**src/hw/rtl/scc_pkg.sv**
```systemverilog
// ----------------------------------------------------------------------------
// scc_pkg
// Shared widths and constants for the strongly connected components block.
// ----------------------------------------------------------------------------
package scc_pkg;
    localparam int MAX_NODES_DEF = 64;
    localparam int MAX_EDGES_DEF = 256;
    localparam int NODE_W        = 7;
    localparam logic [NODE_W-1:0] NODE_COUNT_RST = 7'd64;
endpackage

```
**src/hw/rtl/scc_edge_mem.sv**
```systemverilog
// ----------------------------------------------------------------------------
// scc_edge_mem
// Edge store: source and target node per edge, one write and one read port,
// read data registered.
// ----------------------------------------------------------------------------
module scc_edge_mem #(
    parameter int MAX_EDGES = 256,
    parameter int AW        = 8
) (
    input  logic                      i_clk,
    input  logic                      i_we,
    input  logic [AW-1:0]             i_waddr,
    input  logic [scc_pkg::NODE_W-1:0] i_wsrc,
    input  logic [scc_pkg::NODE_W-1:0] i_wdst,
    input  logic [AW-1:0]             i_raddr,
    output logic [scc_pkg::NODE_W-1:0] o_rsrc,
    output logic [scc_pkg::NODE_W-1:0] o_rdst
);
    import scc_pkg::*;
    logic [2*NODE_W-1:0] mem [MAX_EDGES];
    logic [2*NODE_W-1:0] r_q;

    always_ff @(posedge i_clk) begin
        if (i_we) begin
            mem[i_waddr] <= {i_wsrc, i_wdst};
        end
        r_q <= mem[i_raddr];
    end

    assign o_rsrc = r_q[2*NODE_W-1:NODE_W];
    assign o_rdst = r_q[NODE_W-1:0];
endmodule

```
**config.mk**
```make
export PLATFORM = sky130hd
export DESIGN_NAME = scc_edge_mem
export DESIGN_NICKNAME = d
export VERILOG_FILES = /design/src/hw/rtl/scc_pkg.sv /design/src/hw/rtl/scc_edge_mem.sv
export SDC_FILE = /design/constraint.sdc
export NUM_CORES = 2
export LEC_CHECK = 0
export BUFFER_PORTS_ARGS = -buffer_cell sky130_fd_sc_hd__buf_2
export CORE_MARGIN = 4
export CORE_UTILIZATION = 40
export CTS_CLUSTER_DIAMETER = 40
export DETAILED_ROUTE_END_ITERATION = 10
export PLACE_DENSITY_LB_ADDON = 0.3
export SKIP_CTS_REPAIR_TIMING = 1
export SYNTH_ARGS = -nofsm -noshare
export SYNTH_HDL_FRONTEND = slang
export SYNTH_SLANG_ARGS = --single-unit
```
**constraint.sdc**
```tcl
create_clock -name i_clk -period 4 [get_ports i_clk]
set_clock_uncertainty 0.05 [all_clocks]
set_input_delay 0.2 -clock i_clk [delete_from_list [all_inputs] [get_ports i_clk]]
set_output_delay 0.2 -clock i_clk [all_outputs]
set_load 0.1 [all_outputs]
```
==> impl_metrics.ini <==
[status]
outcome = finished, violations left
violations = capacitance limit, slew limit

[route]
routed_wirelength_mm = 367
vias_per_cell = 5.74
drtIter0Drc = 8100
antenna_left = 0
routed-via-count = 67930
drc_errors = 0
wl_per_cell_um = 31.0
firstDrtPassIters = 6

[timing]
slew_headroom_pct = -2.61
finalHoldViolCount = 0
min_period_ns = 3.14
report.final.slew_viol_count = 2
setup_violations = 0
setup_tns_ns = 0
max_freq_ghz = 0.318
finalCritPeriodShare_pct = 78.5
tightest_slew_ns = 1.53
postLayoutSetupSlackWorst_ns = 0.858
grt_setup_unrepaired = no

[floorplanning]
die-area_um2 = 357000
die_x_um = 597
rows = 216
core_area_um2 = 346000
io_pins = 46
die_h_um = 597
initial_core_util_pct = 40.1

[place]
io_buffers = 45
dpl_worst_slack_ns = -0.0135
place_hpwl_mm = 223
place_congestion = 0.829

[synthesis]
synth_simple_gate_area_share_pct = 1.75
yosysSeqAreaShare_pct = 77.7
synthTopCellsByArea = edfxtp_1, mux4_2, mux2i_1
synth_compound_area_share_pct = 2.55
yosysMostFrequentCell = edfxtp_1
netlist_instances = 6142
synth_common_cells = edfxtp_1, mux4_2, nor2_1, mux2i_1, clkbuf_1
synthMuxAreaShare_pct = 16.3
syn-mean-instance-area_um2 = 22.6
synth_xor_area_share_pct = 0
synth_top_cell_by_area = edfxtp_1
ys_ff_latch = 3598
synth_top_family_by_area = multiplexers
synth_fa_ha_area_share_pct = 0
yosys.area.top_type_share_pct = 77.5
synth_edf_count = 3584
synthArstFlopShare_pct = 0
ys.flop_type = edfxtp_1
syn-cell-area_um2 = 139000
synth_warnings = 0
synth_nets = 6174
netlist-cell-type-count = 58

[final_layout]
regArea_um2 = 108000
drive_above_1_share_pct = 31.5
multiInputGateArea_um2 = 28600
final.fill_count = 28074
fin_nets = 6881
syn2layout_area_growth_pct = 17.5

[pwr]
power.density_nw_per_um2 = 533
peakVddDrop_mv = 0.403
totalPowerFinal_mw = 86.9
leakage_nw = 51.9

[grt]
grt_pass1_vias = 68727
grt_util_all_layers_pct = 20.3
grt_max_degree = 122
grt_pass1_wl_mm = 522
gr-total-overflow = 0
antenna_found_initial = 29

[setup_path]
critPathRequiredTime_ns = 4.78
cp.arrival_ns = 3.92
end_kind = register
r2r_cells = 6
rr_startpoint = mem[151][0]
crit_type = reg -> reg
cp_max_fo = 1
start_kind = register
regToRegEndpoint = r_q[0]
reg2reg_slack_ns = 0.86

[clocking]
cts-buffers-inserted = 447
cts.clk_slew.worst_paths_ns = 0.06
clk_latency_ns = 0.97
cts_tree = done
clockRootBuffer = clkbuf_16
htree_levels = 5
clk_path_buf_depth = 4
cts.sinks = 3598

[worst_hold_path]
worstHoldPathType = in -> reg
hold_depth = 3
min_from = i_waddr[7]
worst_hold_path.endpoint = mem[226][6]

[run]
cap_violations = 1
-- layer usage --
layer | GRT usage [%] | vias up | wire [µm]
li1 | - | 27718 | -
met1 | 28.9 | 36712 | 151000
met2 | 31.7 | 2948 | 174000
met3 | 3.93 | 544 | 30000
met4 | 6.67 | 8 | 12000
met5 | 0 | - | 54
-- layout make-up --
type	count	share of cell area, %
clock buffer	495	7.02
tap	4578	3.51
sequential	3598	66.1
multi-input combinational	2173	17.5
inverter	2	0.00613
antenna	17	0.0261
timing repair buffer	627	3.32
clock inverter	341	2.44
-- per-stage QoR --
| stage | hold slack [ns] | cell area, µm² | utilization [%] | instances |
|---|---|---|---|---|
| global placement | 0.583 | 148000 | 42.6 | 10963 |
| global route | 0.0103 | 163000 | 47.2 | 11825 |
| CTS | -0.432 | 163000 | 47.1 | 11799 |
| finish | 0.0105 | 163000 | 47.2 | 11831 |
| floorplan | 0.249 | 139000 | - | 6142 |
| detailed placement | 0.595 | 148000 | 42.6 | 10963 |
-- cell families after synthesis --
group / Yosys count
buffers and inverters: 371
and+or+nand+nor: 531
DFF: 3598
muxes: 1167
AOI/OAI and AO/OA: 475
-- critical path, stage by stage, from the launching register on --
cell and delay [ns]:
edfxtp_1 0.36, mux4_2 0.52, mux4_2 0.57, a22o_1 0.33, a211oi_1 0.90, buf_4 0.25
nor4_1 0.05
-- where the power goes --
part | switching [mW] | leakage, nW | internal [mW]
clock | 16.3 | 7.36 | 24.7
combinational | 2.75 | 12.2 | 1.45
sequential | 0.115 | 32.3 | 41.6
-- state kept, by name, indices dropped and copies added (netlist names) --
signal,count
mem,3584
r_q,14
-- how the worst max path moves through the flow --
stage / endpoint / slack [ns] / cells past startpoint / startpoint
after global routing: r_q[0] / 0.86 / 6 / mem[148][0]
after global placement: r_q[0] / -0.002 / 8 / i_raddr[0]
after detailed placement: r_q[3] / -0.01 / 10 / i_raddr[0]
after floorplan: r_q[12] / 1.63 / 10 / i_raddr[0]
after CTS: r_q[0] / 0.81 / 6 / mem[159][0]
final: r_q[0] / 0.86 / 6 / mem[151][0]
-- layout by cell type, fill, tap and decap left out, types with 10 or more instances in the layout --
| cell type | n |
|---|---|
| bufinv_16 | 57 |
| o221ai_1 | 60 |
| o21ai_1 | 16 |
| mux4_2 | 859 |
| o22ai_1 | 33 |
| nor4_1 | 19 |
| buf_12 | 49 |
| edfxtp_1 | 3584 |
| dfxtp_1 | 14 |
| clkinv_2 | 57 |
| a22o_1 | 28 |
| mux2_2 | 10 |
| o21bai_1 | 15 |
| nor2_1 | 299 |
| clkinv_4 | 43 |
| nand3_1 | 25 |
| dlygate4sd3_1 | 15 |
| a22oi_1 | 92 |
| clkinv_1 | 50 |
| mux2i_1 | 290 |
| buf_4 | 519 |
| and2_1 | 14 |
| diode_2 | 17 |
| a221oi_1 | 13 |
| nor3_1 | 19 |
| inv_6 | 45 |
| a211oi_1 | 65 |
| clkbuf_1 | 42 |
| buf_2 | 26 |
| buf_8 | 17 |
| nand2_1 | 60 |
| a21oi_1 | 74 |
| clkinvlp_4 | 59 |
| o21ai_0 | 13 |
| clkbuf_16 | 450 |
| nor2b_1 | 32 |
Note: power is estimated with default switching activity, not from simulation.
