File: config.mk
export PLATFORM = sky130hd
export DESIGN_NAME = scc_node_mem
export DESIGN_NICKNAME = d
export VERILOG_FILES = /design/src/hw/rtl/scc_node_mem.sv
export SDC_FILE = /design/constraint.sdc
export NUM_CORES = 1
export LEC_CHECK = 0
export ABC_AREA = 0
export BUFFER_PORTS_ARGS = -buffer_cell sky130_fd_sc_hd__buf_2
export CAP_MARGIN = 0
export CELL_PAD_IN_SITES_DETAIL_PLACEMENT = 1
export CELL_PAD_IN_SITES_GLOBAL_PLACEMENT = 2
export CORE_ASPECT_RATIO = 0.9
export CORE_MARGIN = 1.5
export CORE_UTILIZATION = 54
export DETAILED_ROUTE_END_ITERATION = 6
export PLACE_DENSITY_LB_ADDON = 0.05
export REMOVE_ABC_BUFFERS = 1
export SLEW_MARGIN = 25
export SYNTH_ARGS = -nofsm -noshare
export SYNTH_HDL_FRONTEND = slang
export SYNTH_SLANG_ARGS = --single-unit
File: constraint.sdc
create_clock -name i_clk -period 8.41 [get_ports i_clk]
set_input_delay 2.523 -clock i_clk [delete_from_list [all_inputs] [get_ports i_clk]]
set_output_delay 2.523 -clock i_clk [all_outputs]
set_load 0.005 [all_outputs]
File: src/hw/rtl/scc_node_mem.sv
// ----------------------------------------------------------------------------
// scc_node_mem
// Node-indexed store (stack frames, orders, members), one write and one read
// port, read data registered.
// ----------------------------------------------------------------------------
module scc_node_mem #(
    parameter int DEPTH = 64,
    parameter int AW    = 6,
    parameter int DW    = 16
) (
    input  logic          i_clk,
    input  logic          i_we,
    input  logic [AW-1:0] i_waddr,
    input  logic [DW-1:0] i_wdata,
    input  logic [AW-1:0] i_raddr,
    output logic [DW-1:0] o_rdata
);
    logic [DW-1:0] mem [DEPTH];
    logic [DW-1:0] r_q;

    always_ff @(posedge i_clk) begin
        if (i_we) begin
            mem[i_waddr] <= i_wdata;
        end
        r_q <= mem[i_raddr];
    end

    assign o_rdata = r_q;
endmodule

==> out/summary.json, run 1 <==
{
  "outcome": "finished, final reports clean",
  "postSynthCellCount": 1829,
  "grt.overflow.total": 0,
  "max_freq_mhz": 186,
  "die-width_microns": 290,
  "slowest_stage": "a221oi_1",
  "cts_buffer_depth": 3,
  "die-area_sq_um": 75800,
  "cts_inserted_buffers": 103,
  "post-route-min-period_ns": 5.37,
  "grt_pass1_wl_mm": 147,
  "via_count": 19300,
  "placed_cells": 2825,
  "clk_pin_slew_ns": 0.06,
  "final_net_count": 2000,
  "static_leakage_power_nw": 14.3,
  "synth.area.top_cells": "edfxtp_1 (77%), mux4_2 (12%), mux2i_1 (2.1%)",
  "initial_core_util_pct": 54.6,
  "yosys-top-cells-count": "edfxtp_1 (1024), mux4_2 (220), mux2i_1 (85)",
  "synth.most_common_cell": "edfxtp_1",
  "detail_route.vias_per_cell": 6.40,
  "max_slew_headroom_pct": 29.9,
  "cts_tree": "built",
  "routed_wl_mm": 102,
  "fin_skew_ns": 0.0239,
  "yosys.area.top_type": "edfxtp_1",
  "p_total_w": 0.0110,
  "total_number_of_yosys_warnings": 0,
  "finalSetupViolCount": 0,
  "rsz0062_at_grt": "false",
  "via_count_of_the_first_global_routing_pass": 20000,
  "drtPass1Iterations": 5,
  "final_cell_count_no_fill": 3016,
  "cts_post_setup_buffers_inserted": 0,
  "max_slew.worst_pin.slew_ns": 1.04,
  "critical_path.cell_chain": "buf_8, buf_4, nor2b_1, a221oi_1, a221oi_1, a311oi_1",
  "power-per-cell-area_nw_per_um2": 244,
  "cp_common_cell": "a221oi_1",
  "cts_resized": 0,
  "finalHoldViolCount": 0,
  "fp.dieH_microns": 261,
  "syn_avg_cell_area_sq_um": 21.9,
  "proportion_of_synthesized_flip_flops_having_asynchronous_set_or_reset_pct": 0,
  "timing.critical_path.arrival_ns": 5.86,
  "grt_use_total_pct": 27.5,
  "route.detailed.wl_per_inst_microns": 33.7,
  "predominant_post_synthesis_flop_cell": "edfxtp_1",
  "insertion_delay_ns": 0.67,
  "synth_sequential_area_ratio_pct": 77.6,
  "timing.final.max_slew_violations": 0,
  "ir_worst_vdd_v": 0.000204,
  "place.port_buffers": 45,
  "ctsHoldBuffers": 0,
  "timing.hold.worst.class": "reg2reg",
  "yosys.area.top_type_share_pct": 76.8,
  "tns_ns": 0,
  "worst_hold_path.num_cells": 5,
  "critical_path_required_ns": 8.90,
  "max_fanout_on_critical_path": 71,
  "drt_initial_violations": 2077,
  "design.portCount": 46,
  "synth_seq_cells": 1040,
  "setup.worst_path.start_class": "primary input",
  "synth_edf_count": 1024,
  "crit_type": "in2reg",
  "post-route-period-util_pct": 63.8,
  "clock-root-buffer": "clkbuf_16",
  "dp_hpwl_mm": 59.3,
  "maximum_number_of_pins_on_one_net_before_global_route_repair": 117,
  "clock_sinks": 1040,
  "area_growth_syn_to_layout_pct": 12.4,
  "fp.coreArea_sq_um": 73300,
  "cts.htree.levels": 3,
  "r2r_cells": 4,
  "synth.distinct_cells": 43,
  "final_layout_size_suffix_gt1_share_pct": 26.9,
  "gpl.final_weighted_congestion": 0.774,
  "post-route-drc-count": 0,
  "cap_viol_max_count": 0,
  "finalCoreUtilization_pct": 61.4,
  "synthesis.area_sq_um": 40000,
  "crit_path_max_incr_delay_ns": 0.92,
  "grt_antenna_before_repair": 3,
  "setup.worst_path.end_class": "register",
  "drt.antenna.violating_nets": 0,
  "rows": 94
}
==> worst max-delay path, delay by kind of cell <==
kind	cells	cell delay, ns
AO/OA/AOI/OAI	3	1.34
buffers and inverters	2	1.04
AND/OR/NAND/NOR	1	0.74
==> routing by layer <==
metal	vias to the layer above	routed length (microns)	track usage, %
met5	-	0	0
met2	715	47600	42.5
met4	0	2930	8.65
met1	10500	44500	40.9
li1	7967	-	-
met3	161	6790	4.69
==> worst paths after layout <==
kind,start,to,slack (ns)
setup / recovery,i_raddr[0],o_rdata[9],3.04
hold / removal,mem[63][10],o_rdata[10],0.87
setup reg to reg,mem[61][9],o_rdata[9],6.11
hold reg to reg,mem[63][10],o_rdata[10],0.87
==> cell families after synthesis <==
kind of cell | Yosys count | synth area share (%)
flip-flops | 1040 | 77.6
multiplexers | 336 | 15.5
AND/OR/NAND/NOR | 220 | 2.65
AO/OA/AOI/OAI | 129 | 2.41
buffers and inverters | 104 | 1.83
==> area by class of cell <==
class / instances / area (sq um)
sequential: 1040 / 31100
fill: 5961 / 28300
multi-input combinational: 685 / 8270
clock buffer: 136 / 2870
tap: 960 / 1200
timing repair buffer: 140 / 1010
clock inverter: 54 / 576
antenna: 1 / 2.50
==> flip-flops by register name (all words and copies together), names as in the netlist <==
name,flops
mem,1024
o_rdata,16
==> per-stage QoR <==
stage / hold WS (ns) / instance area, sq um / worst slack, ns
after CTS: 0.862 / 45000 / 3.14
after global placement: 0.838 / 41600 / 2.56
final: 0.874 / 45000 / 3.04
after detailed placement: 0.856 / 41600 / 2.40
after floorplan: 0.760 / 39300 / 4.00
after global routing: 0.924 / 45000 / 2.87
==> power by group <==
group	switching, W	leakage (nW)	internal (W)
combinational	0.000349	3.29	0.000185
sequential	0.0000265	9.35	0.00574
clock	0.00194	1.68	0.00276
total	0.00231	14.3	0.00868
==> cell usage in the layout, fill, tap and decap left out, types with 4 or more instances in the layout <==
cell / count
nand2_1: 59
mux2i_1: 85
a22o_1: 6
a41oi_1: 5
a21oi_1: 17
nor2_2: 5
mux4_1: 4
a31oi_1: 8
a22oi_1: 39
clkinv_2: 17
a311oi_1: 8
a211oi_1: 8
nand4_1: 12
clkbuf_1: 22
a221oi_1: 16
bufinv_16: 12
clkbuf_16: 108
clkinv_1: 18
mux2_2: 27
nor2b_2: 4
edfxtp_1: 1024
nand3_1: 24
a211o_1: 8
buf_2: 42
buf_12: 4
buf_4: 91
a221o_1: 6
clkinvlp_4: 5
o21ai_0: 4
and4_1: 5
nor2_1: 69
clkbuf_8: 6
nor2b_1: 26
dfxtp_1: 16
mux4_2: 220
o21ai_1: 4
No activity file was read; power rests on OpenSTA's default activity.
==> run 2: changes to the inputs <==
- CORE_UTILIZATION: 54 -> 51
- clock period: 8.41 -> 5.29 ns (I/O delays scaled with it)
==> run 2 against run 1 <==
Net effect:
- clock-buffer cell count is 9 higher
- design area is 1.1% higher
- critical path depth is 1 higher
- non-clock buffer count is 36 higher
- first-iteration DRC count is 4.2% lower
- global-route usage is 0.95 points lower
- setup slack worse by 1.8 ns
- sequential power is 59% higher
==> out/summary.json, run 2 (synthesis gave the netlist of run 1 again) <==
{
  "outcome": "finished, final reports clean",
  "insertion_delay_ns": 0.66,
  "via_count": 19500,
  "final_net_count": 2038,
  "cap_viol_max_count": 0,
  "clock_sinks": 1040,
  "clock-root-buffer": "clkbuf_16",
  "p_total_w": 0.0175,
  "max_slew_headroom_pct": 35.4,
  "fin_skew_ns": 0.0124,
  "cts_resized": 0,
  "fp.coreArea_sq_um": 77800,
  "die-area_sq_um": 80200,
  "grt_use_total_pct": 26.6,
  "commonest_non_fill_non_tap_cell_in_the_layout": "edfxtp_1",
  "cts_post_setup_buffers_inserted": 0,
  "r2r_cells": 5,
  "maximum_number_of_pins_on_one_net_before_global_route_repair": 78,
  "drtPass1Iterations": 5,
  "timing.hold.ws_ns": 0.874,
  "internal-power_w": 0.0138,
  "fp.dieH_microns": 269,
  "critical_path.reg2reg.endpoint": "o_rdata[15]",
  "dp_hpwl_mm": 64.8,
  "max_freq_mhz": 248,
  "routed_wl_mm": 105,
  "crit_path_max_incr_delay_ns": 0.73,
  "area_growth_syn_to_layout_pct": 13.6,
  "nFillCells": 6489,
  "timing.hold.worst.class": "reg2reg",
  "multi_input_area_sq_um": 8280,
  "regArea_sq_um": 31100,
  "worst_hold_path.num_cells": 5,
  "power-per-cell-area_nw_per_um2": 385,
  "post-route-period-util_pct": 76.2,
  "place.port_buffers": 45,
  "final_layout_size_suffix_gt1_share_pct": 28.1,
  "initial_core_util_pct": 51.5,
  "max_slew.worst_pin.slew_ns": 0.968,
  "critical_path.reg2reg.startpoint": "mem[23][15]",
  "mostFrequentLayoutCells": "edfxtp_1 (1024), mux4_2 (220), buf_4 (124)",
  "rsz0062_at_grt": "false",
  "power_frac_clock_pct": 42.7,
  "cts.htree.levels": 3,
  "grt.overflow.total": 0,
  "grt_antenna_before_repair": 5,
  "finalSetupViolCount": 0,
  "combinationalPowerShare_pct": 5.0,
  "sequentialPowerShare_pct": 52.3,
  "cts_tree": "built",
  "rrSetupSlack_ns": 2.95,
  "worst_hold_startpoint": "mem[62][14]",
  "swShare_pct": 21.1,
  "design.portCount": 46,
  "detail_route.vias_per_cell": 6.21,
  "setup.worst_path.start_class": "primary input",
  "diodes": 0,
  "ctsHoldBuffers": 0,
  "max_reg_flops": 1024,
  "top_register": "mem",
  "post-route-drc-count": 0,
  "rows": 97,
  "critical_path.cell_chain": "buf_6, buf_4, mux4_2, nor2b_1, a211o_1, a31oi_1, a311oi_1",
  "clk_pin_slew_ns": 0.06,
  "static_leakage_power_nw": 14.5,
  "max_fanout_on_critical_path": 68,
  "drt_initial_violations": 1990,
  "hold_ep": "o_rdata[14]",
  "finalHoldViolCount": 0,
  "grt_pass1_wl_mm": 149,
  "cp.buffers_inverters": 2,
  "via_count_of_the_first_global_routing_pass": 20000,
  "critical_path_required_ns": 5.78,
  "route.detailed.wl_per_inst_microns": 33.3,
  "timing.final.max_slew_violations": 0,
  "post-route-min-period_ns": 4.03,
  "gpl.final_weighted_congestion": 0.850,
  "largest_delay_contributor_family_on_the_critical_path": "compound AO/OA/AOI/OAI gates",
  "timing.critical_path.depth": 7,
  "tns_ns": 0,
  "cts_buffer_depth": 3,
  "cts_inserted_buffers": 105,
  "total_switching_power_w": 0.00371,
  "timing.critical_path.arrival_ns": 4.52,
  "setup.worst_path.end_class": "register",
  "ir_worst_vdd_v": 0.000300,
  "crit_type": "in2reg",
  "die-width_microns": 298,
  "drt.antenna.violating_nets": 0,
  "slowest_stage": "a31oi_1"
}
-- run 2: cell count changes in the layout (fill, tap and decap cells not counted), sizes merged --
| cell | before | now |
|---|---|---|
| bufinv | 12 | 10 |
| diode | 1 | 0 |
| buf | 140 | 175 |
| clkinvlp | 5 | 3 |
| clkinv | 36 | 39 |
| clkbuf | 136 | 146 |
-- run 2: worst register-to-register path: stages (launching register included) --
cell      delay [ns]
edfxtp_1        0.37
mux4_2          0.50
mux2i_1         0.30
a22oi_1         0.25
a31oi_1         0.62
a311oi_1        0.14
-- run 2: worst max-delay path by stage --
stage          startpoint         end  slack, ns
3_3_place_gp   i_raddr[1]  o_rdata[0]       0.58
4_1_cts        i_raddr[1]  o_rdata[0]       1.25
2_1_floorplan        i_we  mem[48][0]       1.82
3_5_place_dp   i_raddr[1]  o_rdata[0]       0.56
5_1_grt        i_raddr[1]  o_rdata[0]       1.11
6_report       i_raddr[1]  o_rdata[0]       1.26
-- run 2: per-stage QoR --
stage	util (%)	instance area [sq um]	setup slack (ns)	std cells
after floorplan	-	39300	1.82	1725
after global placement	53.9	41900	0.583	2937
after detailed placement	53.9	41900	0.557	2937
after CTS	58.4	45400	1.25	3135
after global routing	58.5	45500	1.11	3138
final	58.5	45500	1.26	3138
-- run 2: per-layer routing --
| layer | GRT usage (%) | vias to the layer above | wire length [microns] |
|---|---|---|---|
| met2 | 41.4 | 676 | 49000 |
| met3 | 4.70 | 140 | 7360 |
| met4 | 6.30 | 6 | 2190 |
| li1 | - | 8051 | - |
| met5 | 0 | - | 39 |
| met1 | 39.7 | 10600 | 46000 |
-- run 2: layout make-up --
cell class              count  share of cell area, %
flip-flops and latches   1040                   68.3
multi-input cells         685                   18.2
clock buffers             145                   6.49
repair buffers            176                   2.91
well taps                1039                   2.86
clock inverters            53                   1.21
-- run 2: power groups by stage --
stage               Sequential [W]  Combinational (W)  Clock [W]
floorplan                  0.00931           0.000338          0
detailed placement         0.00934           0.000890          0
CTS                        0.00916           0.000893    0.00759
global placement           0.00933           0.000873          0
global route               0.00917           0.000934    0.00787
finish                     0.00916           0.000881    0.00748
==> run 3: changes to the inputs <==
- CORE_UTILIZATION: 51 -> 46
- clock period: 5.29 -> 3.4 ns (I/O delays scaled with it)
==> run 3 against run 2 <==
Net effect:
- register-to-register slack got worse by 1.8 ns
- hold slack got worse by 0.16 ns
- clock power rose by 56%
- critical path depth rose by 2
- setup slack got worse by 0.68 ns
- routed wire length rose by 3.4%
- combinational power rose by 67%
- core utilization fell by 4.6 points
- sequential share of layout area fell by 1.3 points
- final cell count rose by 5.9%
- first-iteration DRC count rose by 3.8%
- clock-buffer cell count fell by 8
- critical endpoint unchanged
- largest power group unchanged
==> out/summary.json, run 3 (synthesis gave the netlist of run 1 again) <==
{
  "crit_type": "in2reg",
  "clk_pin_slew_ns": 0.06,
  "clock-root-buffer": "clkbuf_16",
  "die-area_sq_um": 88800,
  "design.portCount": 46,
  "setup.worst_path.start_class": "primary input",
  "cts.htree.levels": 3,
  "mostFrequentLayoutCells": "edfxtp_1 (1024), mux4_2 (220), buf_4 (174)",
  "detail_route.vias_per_cell": 5.91,
  "fp.coreArea_sq_um": 86100,
  "drt.antenna.violating_nets": 0,
  "post-route-drc-count": 0,
  "commonest_non_fill_non_tap_cell_in_the_layout": "edfxtp_1",
  "rsz0062_at_grt": "false",
  "rows": 102,
  "grt_antenna_before_repair": 17,
  "regArea_sq_um": 31100,
  "die-width_microns": 314,
  "place.port_buffers": 45,
  "final_layout_size_suffix_gt1_share_pct": 30.3,
  "outcome": "finished, final reports clean",
  "fin_skew_ns": 0.0241,
  "max_slew.worst_pin.slew_ns": 0.994,
  "top_register": "mem",
  "largest_delay_contributor_family_on_the_critical_path": "buffers and inverters",
  "cts_buffer_depth": 3,
  "clock_sinks": 1040,
  "initial_core_util_pct": 46.5,
  "slowest_stage": "mux4_2",
  "cts_resized": 0,
  "drt_initial_violations": 2066,
  "dp_hpwl_mm": 67.8,
  "grt.overflow.total": 0,
  "crit_path_max_incr_delay_ns": 0.54,
  "setup.worst_path.end_class": "register",
  "maximum_number_of_pins_on_one_net_before_global_route_repair": 65,
  "critical_path.cell_chain": "buf_8, buf_12, mux4_2, mux2i_1, buf_4, nand3_1, a31oi_1, buf_4, a311oi_1",
  "max_fanout_on_critical_path": 25,
  "via_count_of_the_first_global_routing_pass": 20200,
  "drtPass1Iterations": 5,
  "cts_tree": "built",
  "fp.dieH_microns": 283,
  "route.detailed.wl_per_inst_microns": 32.6,
  "power-per-cell-area_nw_per_um2": 590,
  "finalCoreUtilization_pct": 53.8,
  "timing.hold.worst.class": "in2reg",
  "critical_path_required_ns": 3.93,
  "gpl.final_weighted_congestion": 0.851,
  "p_total_w": 0.0274,
  "grt_pass1_wl_mm": 154,
  "cp.buffers_inverters": 4,
  "timing.final.max_slew_violations": 0,
  "cp_common_cell": "buf_4",
  "placed_cells": 3116,
  "via_count": 19600,
  "ctsHoldBuffers": 0,
  "timing.critical_path.arrival_ns": 3.36,
  "post-route-min-period_ns": 2.82,
  "dp_slack_ns": -0.141,
  "grt_use_total_pct": 24.8,
  "cts_post_setup_buffers_inserted": 0,
  "multi_input_area_sq_um": 8250,
  "ir_worst_vdd_v": 0.000451,
  "finalHoldViolCount": 0,
  "timing.hold.ws_ns": 0.710,
  "cts_inserted_buffers": 107,
  "final_net_count": 2111,
  "routed_wl_mm": 108,
  "area_growth_syn_to_layout_pct": 15.8,
  "worst_slack_ns": 0.577,
  "max_freq_mhz": 354,
  "post-route-period-util_pct": 83.0,
  "insertion_delay_ns": 0.68,
  "max_slew_headroom_pct": 33.7,
  "nFillCells": 7449,
  "cap_viol_max_count": 0,
  "final_cell_count_no_fill": 3322,
  "static_leakage_power_nw": 15.0,
  "max_reg_flops": 1024,
  "finalSetupViolCount": 0
}
## run 3: cell count changes in the layout (fill, tap and decap cells not counted), sizes merged
cell,before,now
buf,175,247
bufinv,10,11
clkbuf,146,137
clkinv,39,49
clkinvlp,3,1
diode,0,5
inv,1,3
## run 3: cell type report
class	instances	area share [%]
clock buffers	137	6.21
diodes	5	0.0270
multi-input cells	685	17.8
flip-flops and latches	1040	67.0
clock inverters	64	1.30
repair buffers	247	4.60
well taps	1144	3.09
## run 3: path summary, 6_finish.rpt
path | from | slack [ns] | endpoint | cells after the start
setup / recovery | i_raddr[0] | 0.58 | o_rdata[0] | 9
hold / removal | i_wdata[13] | 0.71 | mem[18][13] | 1
hold reg to reg | mem[11][14] | 0.87 | o_rdata[14] | 4
setup reg to reg | mem[23][0] | 1.17 | o_rdata[0] | 6
## run 3: per-layer routing
metal  wire length, microns  GRT usage [%]  up-vias
met3                   6960           4.42      140
met4                   2620           6.65        4
met2                  51500           38.7      628
met5                    175           1.35        -
li1                       -              -     8209
met1                  46900           36.3    10600
## run 3: power by group
group	switching [W]	internal (W)	total, W
clock	0.00485	0.00680	0.0117
sequential	0.0000636	0.0142	0.0143
combinational	0.000905	0.000570	0.00147
total	0.00582	0.0216	0.0274
## run 3: stage by stage
stage	cell area (sq um)	TNS [ns]
3_5_place_dp	42900	-0.558
4_1_cts	46400	0
5_1_grt	46400	0
2_1_floorplan	39300	0
6_report	46400	0
3_3_place_gp	42900	-0.397
